<file path="src/rtl/plp_pkg.sv">
`timescale 1ns / 1ps
// Shared types and codes of the phase latency profiler.
// Used by plp_stats, plp_readout and phase_latency_profiler_unit.
package plp_pkg;

	localparam int CNT_W = 64;

	// Event selector codes.
	localparam logic [2:0] FN_PUBLISH = 3'd0;
	localparam logic [2:0] FN_HOST    = 3'd1;
	localparam logic [2:0] FN_RESUME  = 3'd2;
	localparam logic [2:0] FN_DIRECT  = 3'd3;
	localparam logic [2:0] FN_READOUT = 3'd4;

	// Readout counter indices.
	localparam logic [3:0] CNT_ENABLED     = 4'd0;
	localparam logic [3:0] CNT_RENDEZVOUS  = 4'd1;
	localparam logic [3:0] CNT_QUEUE       = 4'd2;
	localparam logic [3:0] CNT_WAKE        = 4'd3;
	localparam logic [3:0] CNT_WORK        = 4'd4;
	localparam logic [3:0] CNT_COMPLETE    = 4'd5;
	localparam logic [3:0] CNT_OVERALL     = 4'd6;
	localparam logic [3:0] CNT_DIRECT      = 4'd7;
	localparam logic [3:0] CNT_DIRECT_WORK = 4'd8;
	localparam logic [3:0] CNT_WAKE_PEAK   = 4'd9;
	localparam logic [3:0] CNT_WORK_PEAK   = 4'd10;
	localparam logic [3:0] CNT_TOTAL_PEAK  = 4'd11;
	localparam logic [3:0] CNT_CLAMPS      = 4'd12;
	localparam logic [3:0] CNT_RESIDUAL    = 4'd13;

	typedef struct packed {
		logic [2:0]       func;
		logic [CNT_W-1:0] begin_stamp;
		logic [CNT_W-1:0] end_stamp;
		logic [CNT_W-1:0] direct_cycles;
	} evt_item_t;

	typedef struct packed {
		logic [3:0]       counter_index;
		logic [CNT_W-1:0] counter_value;
		logic             last_flag;
	} rpt_item_t;

	typedef struct packed {
		logic             enabled;
		logic [CNT_W-1:0] rendezvous;
		logic [CNT_W-1:0] queue_sum;
		logic [CNT_W-1:0] wake_sum;
		logic [CNT_W-1:0] work_sum;
		logic [CNT_W-1:0] complete_sum;
		logic [CNT_W-1:0] overall_sum;
		logic [CNT_W-1:0] direct_cnt;
		logic [CNT_W-1:0] direct_work;
		logic [CNT_W-1:0] wake_peak;
		logic [CNT_W-1:0] work_peak;
		logic [CNT_W-1:0] overall_peak;
		logic [CNT_W-1:0] clamps;
	} plp_stats_t;

endpackage

</file>
<file path="src/rtl/plp_stats.sv">
`timescale 1ns / 1ps
// Statistics registers and the event update.
// Depends on plp_pkg for the event and statistics types.
module plp_stats #(
	parameter int STAMP_WIDTH = 64
) (
	input  logic                clk,
	input  logic                arst_n,
	input  logic                apply,
	input  plp_pkg::evt_item_t  item,
	output plp_pkg::plp_stats_t stats
);
	import plp_pkg::*;

	plp_stats_t             stats_q;
	plp_stats_t             stats_d;
	logic [STAMP_WIDTH-1:0] last_publish_q;
	logic [STAMP_WIDTH-1:0] last_finish_q;
	logic [STAMP_WIDTH-1:0] b;
	logic [STAMP_WIDTH-1:0] e;
	logic                   be_ok;
	logic                   pb_ok;
	logic                   fe_ok;
	logic [CNT_W-1:0]       iv_be;
	logic [CNT_W-1:0]       iv_pb;
	logic [CNT_W-1:0]       iv_fe;
	logic [1:0]             clamp_inc;

	assign b = item.begin_stamp[STAMP_WIDTH-1:0];
	assign e = item.end_stamp[STAMP_WIDTH-1:0];

	// Intervals are clamped at zero when the end stamp lies below the start.
	assign be_ok = e >= b;
	assign pb_ok = b >= last_publish_q;
	assign fe_ok = e >= last_finish_q;
	assign iv_be = be_ok ? CNT_W'(e - b) : '0;
	assign iv_pb = pb_ok ? CNT_W'(b - last_publish_q) : '0;
	assign iv_fe = fe_ok ? CNT_W'(e - last_finish_q) : '0;

	always_comb begin
		stats_d   = stats_q;
		clamp_inc = 2'd0;
		case (item.func)
			FN_PUBLISH: begin
				stats_d.queue_sum = stats_q.queue_sum + iv_be;
				clamp_inc         = {1'b0, !be_ok};
			end
			FN_HOST: begin
				stats_d.wake_sum = stats_q.wake_sum + iv_pb;
				stats_d.work_sum = stats_q.work_sum + iv_be;
				if (iv_pb > stats_q.wake_peak) begin
					stats_d.wake_peak = iv_pb;
				end
				if (iv_be > stats_q.work_peak) begin
					stats_d.work_peak = iv_be;
				end
				clamp_inc = 2'({1'b0, !pb_ok} + {1'b0, !be_ok});
			end
			FN_RESUME: begin
				stats_d.rendezvous   = stats_q.rendezvous + CNT_W'(1);
				stats_d.complete_sum = stats_q.complete_sum + iv_fe;
				stats_d.overall_sum  = stats_q.overall_sum + iv_be;
				if (iv_be > stats_q.overall_peak) begin
					stats_d.overall_peak = iv_be;
				end
				clamp_inc = 2'({1'b0, !fe_ok} + {1'b0, !be_ok});
			end
			FN_DIRECT: begin
				stats_d.direct_cnt  = stats_q.direct_cnt + CNT_W'(1);
				stats_d.direct_work = stats_q.direct_work + item.direct_cycles;
			end
			default: begin
			end
		endcase
		stats_d.enabled = 1'b1;
		stats_d.clamps  = stats_q.clamps + CNT_W'(clamp_inc);
	end

	always_ff @(posedge clk or negedge arst_n) begin
		if (!arst_n) begin
			stats_q        <= '0;
			last_publish_q <= '0;
			last_finish_q  <= '0;
		end else if (apply) begin
			stats_q <= stats_d;
			if (item.func == FN_PUBLISH) begin
				last_publish_q <= e;
				last_finish_q  <= '0;
			end else if (item.func == FN_HOST) begin
				last_finish_q <= e;
			end
		end
	end

	assign stats = stats_q;

endmodule

</file>
<file path="src/rtl/plp_readout.sv">
`timescale 1ns / 1ps
// Readout sequencer: streams the fourteen counters through an output register.
// Depends on plp_pkg for the statistics and report types and the counter indices.
module plp_readout (
	input  logic                clk,
	input  logic                arst_n,
	input  logic                req,
	input  plp_pkg::plp_stats_t stats,
	output logic                done,
	output logic                rpt_valid,
	input  logic                rpt_ready,
	output plp_pkg::rpt_item_t  rpt_item
);
	import plp_pkg::*;

	logic [3:0]       idx_q;
	logic [CNT_W-1:0] named_q;
	logic             rpt_valid_q;
	rpt_item_t        rpt_q;
	logic             slot_free;
	logic             load;
	logic [CNT_W-1:0] val;

	assign slot_free = !rpt_valid_q || rpt_ready;
	assign load      = req && slot_free;
	assign done      = load && (idx_q == CNT_RESIDUAL);

	always_comb begin
		case (idx_q)
			CNT_ENABLED:     val = CNT_W'(stats.enabled);
			CNT_RENDEZVOUS:  val = stats.rendezvous;
			CNT_QUEUE:       val = stats.queue_sum;
			CNT_WAKE:        val = stats.wake_sum;
			CNT_WORK:        val = stats.work_sum;
			CNT_COMPLETE:    val = stats.complete_sum;
			CNT_OVERALL:     val = stats.overall_sum;
			CNT_DIRECT:      val = stats.direct_cnt;
			CNT_DIRECT_WORK: val = stats.direct_work;
			CNT_WAKE_PEAK:   val = stats.wake_peak;
			CNT_WORK_PEAK:   val = stats.work_peak;
			CNT_TOTAL_PEAK:  val = stats.overall_peak;
			CNT_CLAMPS:      val = stats.clamps;
			CNT_RESIDUAL: begin
				val = (stats.overall_sum > named_q) ? stats.overall_sum - named_q : '0;
			end
			default:         val = '0;
		endcase
	end

	// The four phase sums are gathered one per counter as they stream out,
	// so the residual needs only one compare and subtract at the end.
	always_ff @(posedge clk or negedge arst_n) begin
		if (!arst_n) begin
			idx_q       <= CNT_ENABLED;
			rpt_valid_q <= 1'b0;
		end else if (load) begin
			rpt_valid_q <= 1'b1;
			idx_q       <= (idx_q == CNT_RESIDUAL) ? CNT_ENABLED : 4'(idx_q + 4'd1);
		end else if (rpt_ready) begin
			rpt_valid_q <= 1'b0;
		end
	end

	always_ff @(posedge clk) begin
		if (load) begin
			rpt_q.counter_index <= idx_q;
			rpt_q.counter_value <= val;
			rpt_q.last_flag     <= (idx_q == CNT_RESIDUAL);
			if (idx_q == CNT_ENABLED) begin
				named_q <= '0;
			end else if (idx_q inside {[CNT_QUEUE:CNT_COMPLETE]}) begin
				named_q <= named_q + val;
			end
		end
	end

	assign rpt_valid = rpt_valid_q;
	assign rpt_item  = rpt_q;

endmodule

</file>
<file path="src/rtl/phase_latency_profiler_unit.sv">
`timescale 1ns / 1ps
// Top level of the phase latency profiler: input register, statistics, readout.
// Depends on plp_pkg, plp_stats and plp_readout.
//
// Phase events enter an input register and update the statistics in the cycle
// after they are taken, one event per clock with no gaps unless a readout holds
// the channel: each is a few 64-bit subtract, add and compare paths between
// the input register and the counter registers. A readout event stays in the
// input register while the fourteen counters stream out through the output
// register, one per cycle unless the report side stalls, so it holds the event
// channel until the last counter is loaded. Counters seen by a readout include
// every event taken before it. Selector codes five to seven are dropped without
// effect. STAMP_WIDTH sets how many low bits of each stamp are used.
module phase_latency_profiler_unit #(
	parameter int STAMP_WIDTH = 64
) (
	input  logic               clk,
	input  logic               arst_n,
	input  logic               evt_valid,
	output logic               evt_ready,
	input  plp_pkg::evt_item_t evt_item,
	output logic               rpt_valid,
	input  logic               rpt_ready,
	output plp_pkg::rpt_item_t rpt_item
);
	import plp_pkg::*;

	logic       s1_valid_q;
	evt_item_t  item_s1;
	logic       s1_adv;
	logic       apply;
	logic       ro_req;
	logic       ro_done;
	plp_stats_t stats;

	assign ro_req    = s1_valid_q && (item_s1.func == FN_READOUT);
	assign apply     = s1_valid_q && (item_s1.func inside {[FN_PUBLISH:FN_DIRECT]});
	assign s1_adv    = s1_valid_q && (ro_req ? ro_done : 1'b1);
	assign evt_ready = !s1_valid_q || s1_adv;

	always_ff @(posedge clk or negedge arst_n) begin
		if (!arst_n) begin
			s1_valid_q <= 1'b0;
		end else if (evt_ready) begin
			s1_valid_q <= evt_valid;
		end
	end

	always_ff @(posedge clk) begin
		if (evt_ready && evt_valid) begin
			item_s1 <= evt_item;
		end
	end

	plp_stats #(
		.STAMP_WIDTH(STAMP_WIDTH)
	) u_stats (
		.clk   (clk),
		.arst_n(arst_n),
		.apply (apply),
		.item  (item_s1),
		.stats (stats)
	);

	plp_readout u_readout (
		.clk      (clk),
		.arst_n   (arst_n),
		.req      (ro_req),
		.stats    (stats),
		.done     (ro_done),
		.rpt_valid(rpt_valid),
		.rpt_ready(rpt_ready),
		.rpt_item (rpt_item)
	);

	// Counters must not move while a readout is streaming them.
	a_stats_frozen: assert property (@(posedge clk) disable iff (!arst_n)
		ro_req && !ro_done |=> $stable(stats))
		else $error("statistics changed during readout");

	a_evt_blocked: assert property (@(posedge clk) disable iff (!arst_n)
		ro_req && !ro_done |-> !evt_ready)
		else $error("event channel open during readout");

	a_last_index: assert property (@(posedge clk) disable iff (!arst_n)
		rpt_valid |-> (rpt_item.last_flag == (rpt_item.counter_index == CNT_RESIDUAL)))
		else $error("last flag does not match final counter index");

	a_done_last: assert property (@(posedge clk) disable iff (!arst_n)
		ro_done |=> rpt_valid && rpt_item.last_flag)
		else $error("readout finished without final counter");

endmodule
</file>
<file path="config.mk">
export PLATFORM = sky130hd
export DESIGN_NAME = phase_latency_profiler_unit
export DESIGN_NICKNAME = d
export VERILOG_FILES = /design/src/rtl/plp_pkg.sv /design/src/rtl/plp_stats.sv /design/src/rtl/plp_readout.sv /design/src/rtl/phase_latency_profiler_unit.sv
export SDC_FILE = /design/constraint.sdc
export NUM_CORES = 2
export LEC_CHECK = 0
export BUFFER_PORTS_ARGS = -buffer_cell sky130_fd_sc_hd__clkbuf_2
export CORE_ASPECT_RATIO = 2
export CORE_MARGIN = 1.5
export CORE_UTILIZATION = 39
export CTS_BUF_LIST = sky130_fd_sc_hd__clkbuf_8 sky130_fd_sc_hd__clkbuf_16
export DETAILED_ROUTE_END_ITERATION = 16
export SYNTH_ARGS = -nofsm -noshare
export SYNTH_HDL_FRONTEND = slang
export SYNTH_HIERARCHICAL = 1
export SYNTH_SLANG_ARGS = --single-unit
export TNS_END_PERCENT = 10
</file>
<file path="constraint.sdc">
create_clock -name clk -period 14.4 [get_ports clk]
set_clock_uncertainty 0.2 [all_clocks]
set_input_delay 2.16 -clock clk [delete_from_list [all_inputs] [get_ports clk]]
set_output_delay 2.16 -clock clk [all_outputs]
set_load 0.02 [all_outputs]
</file>
==> summary by stage <==
Finish
Summing all flip-flop and latch instances after layout gives 32400 um^2. The synthesis-to-finish area growth is 10.2%. The utilization of the core after routing is 0.433.

The final net count is 11800. Summing all multi-input logic gate instances after layout gives 56300 um^2. The leading cell type in the layout, fill and taps excluded is sky130_fd_sc_hd__nand2_1. The count of filler cells inserted in the layout is 23200. The proportion of layout cells with a drive suffix above 1 is 0.0686. In the layout the commonest cells are 1194 x sky130_fd_sc_hd__nand2_1, 903 x sky130_fd_sc_hd__dfrtp_1, 894 x sky130_fd_sc_hd__ha_1, 853 x sky130_fd_sc_hd__o21ai_0, 776 x sky130_fd_sc_hd__a21oi_1.

Job
The number of max-capacitance violations reported is 1.

Timing
The setup total negative slack is 0 ps. The pin slew with the least headroom to its limit is 1470 ps. Hold timing on the final database bottoms out at a slack of 278 ps. The number of hold violations in the final report is 0.

Setup repair after global routing left no endpoint under its margin. The final period demand of the worst path is 9790 ps. The highest achievable clock rate is 102 MHz.

The worst pin sits at a relative slew slack of 0.00815. The final worst setup slack is 4610 ps. The number of slew-limit violations in the final report is 0.

Setup violations remaining at the end of the flow were counted as 0. In the finished design, the share of the clock period the worst path needs comes to 0.680.

Power
The worst-case vdd ir drop is 139 uV. The leakage power figure is 47.0 nW. For this design the ratio of total power to cell area is 196 nW/um^2.

Logic synthesis
Synthesis produced a netlist whose cell count is 10600. The average cell area after synthesis is 8.72 um^2. The sequential cell area fraction in the yosys report is 0.350. After synthesis the netlist holds a flip-flop and latch count of 1231. The net count of the mapped netlist is 11700. The number of enable flip-flop cells after synthesis is 328. The cell area that synthesis handed to floorplanning was 92600 um^2. In the synthesized netlist the async set-or-reset flop fraction comes to 0.734. The synthesized netlist contains 107 unique library cells. The top flip-flop cell by instance count after synthesis is sky130_fd_sc_hd__dfrtp_1. The number of warning messages in the yosys log is 6.

Setup path
The critical path in this run is classified as reg2reg. The largest fanout of any net on the critical path is 79. STA classifies the critical path startpoint as a register. At the worst endpoint, the required time is 14910 ps. The cell repeated most along the worst path is sky130_fd_sc_hd__buf_4. STA classifies the critical path endpoint as a register. For this run, the slowest stage of the critical path takes 960 ps.

At the worst endpoint, the arrival time is 10300 ps. Among all stages on the critical path, the largest delay is contributed by sky130_fd_sc_hd__a2111oi_0.

Clock tree
The number of buffers inserted by hold repair at cts is 0. The clock-pin slew on the worst setup and hold paths is 60 ps. The tree built by TritonCTS fans out to 1231 sinks. Post-CTS timing repair inserted 0 buffers for setup.

The clock tree from TritonCTS is built. The post-cts repair resize count is 0. The source-to-sink clock delay at the later pin of the worst-skew pair is 850 ps.

The buffer cell driving the clock tree root is sky130_fd_sc_hd__clkbuf_16. Buffers inserted during clock tree synthesis total 144. Counting along the longest clock path gives a buffer depth of 4. The H-tree depth is 4.

Placed design
At the placement stage, the worst setup path has a slack of 4640 ps. The post-DP HPWL is 287 mm. The number of input and output port buffers inserted is 269.

At the end of routability-driven placement, the weighted congestion stood at 1.03.

Run status
The flow ran to the end, but the final reports show violations. The final reports fail on max-capacitance violations.

GRT
The first global-routing pass estimated 530 mm of wire. For this run, the total global-route usage over all layers was measured as 0.293. The via count of the first global-routing pass was 84400. The number of antenna violations at the first check in global routing is 8. Summed over all layers, the global routing overflow is 0.

Entering global routing, the biggest net connects 146 pins.

Detailed routing
Detailed routing inserted a total of 83100 vias. The first routing iteration left 6643 violations. Using the TritonRoute via totals, the vias-per-cell ratio works out to 5.99. After detailed routing, the number of remaining DRC violations is 0.

The number of search-and-repair iterations in the first detailed-routing pass is 6. Once detail routing completed, the nets flagged for antenna violations numbered 0. After detailed routing, the average wire length per cell comes to 26.2 um.

The overall routed net length is 363 mm.

Floorplan
The die is 692 um tall. For this configuration, the core starts out at a cell density of 0.393. The horizontal die dimension is 348 um. In this run the core area contains 252 standard-cell rows. The overall die area is 241000 um^2. For this design the top-level I/O count stands at 270. The region available for standard cell placement spans 236000 um^2.

Worst hold path
The path category of the worst min-delay check is reg2reg.
critical path, delay by kind of cell (launching register included):
kind,cells,cell delay [ps]
XOR/XNOR,1,250
adder cells (fa/ha/maj),2,690
buffers and inverters,3,1140
AND/OR/NAND/NOR,8,2310
multiplexers,1,410
AO/OA/AOI/OAI,10,4120
flip-flops,1,440
cell usage after synthesis (20+ instances only):
cell type / instances / area [um^2]
sky130_fd_sc_hd__a211o_1: 25 / 219
sky130_fd_sc_hd__a211oi_1: 63 / 473
sky130_fd_sc_hd__a21o_1: 566 / 4250
sky130_fd_sc_hd__a21oi_1: 776 / 3880
sky130_fd_sc_hd__a221oi_1: 187 / 1640
sky130_fd_sc_hd__a22o_1: 229 / 2010
sky130_fd_sc_hd__a22oi_1: 53 / 398
sky130_fd_sc_hd__a31oi_1: 84 / 526
sky130_fd_sc_hd__a41oi_1: 22 / 193
sky130_fd_sc_hd__and2_1: 53 / 332
sky130_fd_sc_hd__and3_1: 111 / 694
sky130_fd_sc_hd__and4_1: 38 / 333
sky130_fd_sc_hd__buf_1: 31 / 116
sky130_fd_sc_hd__clkbuf_1: 413 / 1550
sky130_fd_sc_hd__dfrtp_1: 903 / 22600
sky130_fd_sc_hd__edfxtp_1: 328 / 9850
sky130_fd_sc_hd__ha_1: 894 / 11200
sky130_fd_sc_hd__inv_1: 632 / 2370
sky130_fd_sc_hd__mux2_2: 28 / 315
sky130_fd_sc_hd__nand2_1: 1196 / 4490
sky130_fd_sc_hd__nand2b_1: 111 / 694
sky130_fd_sc_hd__nand3_1: 228 / 1140
sky130_fd_sc_hd__nand4_1: 258 / 1610
sky130_fd_sc_hd__nor2_1: 631 / 2370
sky130_fd_sc_hd__nor2b_1: 119 / 744
sky130_fd_sc_hd__nor3_1: 117 / 586
sky130_fd_sc_hd__nor4_1: 24 / 150
sky130_fd_sc_hd__o2111ai_1: 39 / 342
sky130_fd_sc_hd__o211ai_1: 30 / 225
sky130_fd_sc_hd__o21a_1: 87 / 653
sky130_fd_sc_hd__o21ai_0: 854 / 4270
sky130_fd_sc_hd__o21ai_1: 139 / 696
sky130_fd_sc_hd__o21bai_1: 122 / 916
sky130_fd_sc_hd__o22ai_1: 22 / 138
sky130_fd_sc_hd__o31a_1: 20 / 175
sky130_fd_sc_hd__o31ai_1: 42 / 315
sky130_fd_sc_hd__or3_1: 34 / 213
sky130_fd_sc_hd__xnor2_1: 489 / 4280
sky130_fd_sc_hd__xor2_1: 335 / 2930
path summary, 6_finish.rpt:
| check | start | endpoint | slack [ps] | cells after the start |
|---|---|---|---|---|
| min in group asynchronous | arst_n | u_stats/last_finish_q[5] | 1050 | 1 |
| worst max register to register | item_s1[129] | u_stats/stats[192] | 4610 | 25 |
| worst min-delay path | u_stats/stats[768] | u_stats/stats[768] | 280 | 1 |
| max in group asynchronous | arst_n | u_stats/stats[695] | 10280 | 4 |
| worst max-delay path | item_s1[129] | u_stats/stats[192] | 4610 | 25 |
| worst min register to register | u_stats/stats[768] | u_stats/stats[768] | 280 | 1 |
state kept, by name, summed over array words and instances, names as in the netlist:
register	cells
u_readout/idx_q	4
u_readout/rpt_valid	1
s1_valid_q	1
u_readout/named_q	64
item_s1	195
u_readout/rpt_item	69
u_stats/stats	769
u_stats/last_publish_q	64
u_stats/last_finish_q	64
power by group:
part | switching (mW) | internal (mW) | total [mW]
clock network | 1.63 | 2.20 | 3.83
registers | 1.06 | 4.48 | 5.54
logic | 6.68 | 3.96 | 10.6
kinds of logic after synthesis:
| group | count (synthesis) | synth area share |
|---|---|---|
| AO/OA/AOI/OAI | 3532 | 0.249 |
| AND/OR/NAND/NOR | 2998 | 0.151 |
| flip-flops | 1231 | 0.350 |
| buffers and inverters | 1090 | 0.0444 |
| adder cells (fa/ha/maj) | 906 | 0.123 |
| XOR/XNOR | 824 | 0.0779 |
| multiplexers | 41 | 0.00483 |
layer usage:
layer | GRT usage | vias up | part of all wire
met3 | 0.0273 | 775 | 0.047
met2 | 0.523 | 2766 | 0.50
met4 | 0.187 | 2 | 0.073
li1 | - | 38800 | -
met5 | 0 | - | 0.000025
met1 | 0.333 | 40800 | 0.38
metrics by stage:
stage | std cells | area (um^2) | power, mW
final | 13900 | 102000 | 20.0
after global routing | 13900 | 102000 | 21.2
after CTS | 13900 | 102000 | 19.9
after detailed placement | 13600 | 97400 | 16.0
after global placement | 13600 | 97400 | 15.8
after floorplan | 10600 | 92600 | 12.5
layout make-up:
cell class	count	area share
multi-input cells	8301	0.551
flip-flops and latches	1231	0.318
clock buffers	165	0.0386
well taps	3048	0.0373
repair buffers	391	0.0236
inverters	633	0.0233
clock inverters	82	0.00756
diodes	21	0.000515
Power figures use the tool's default switching activity.
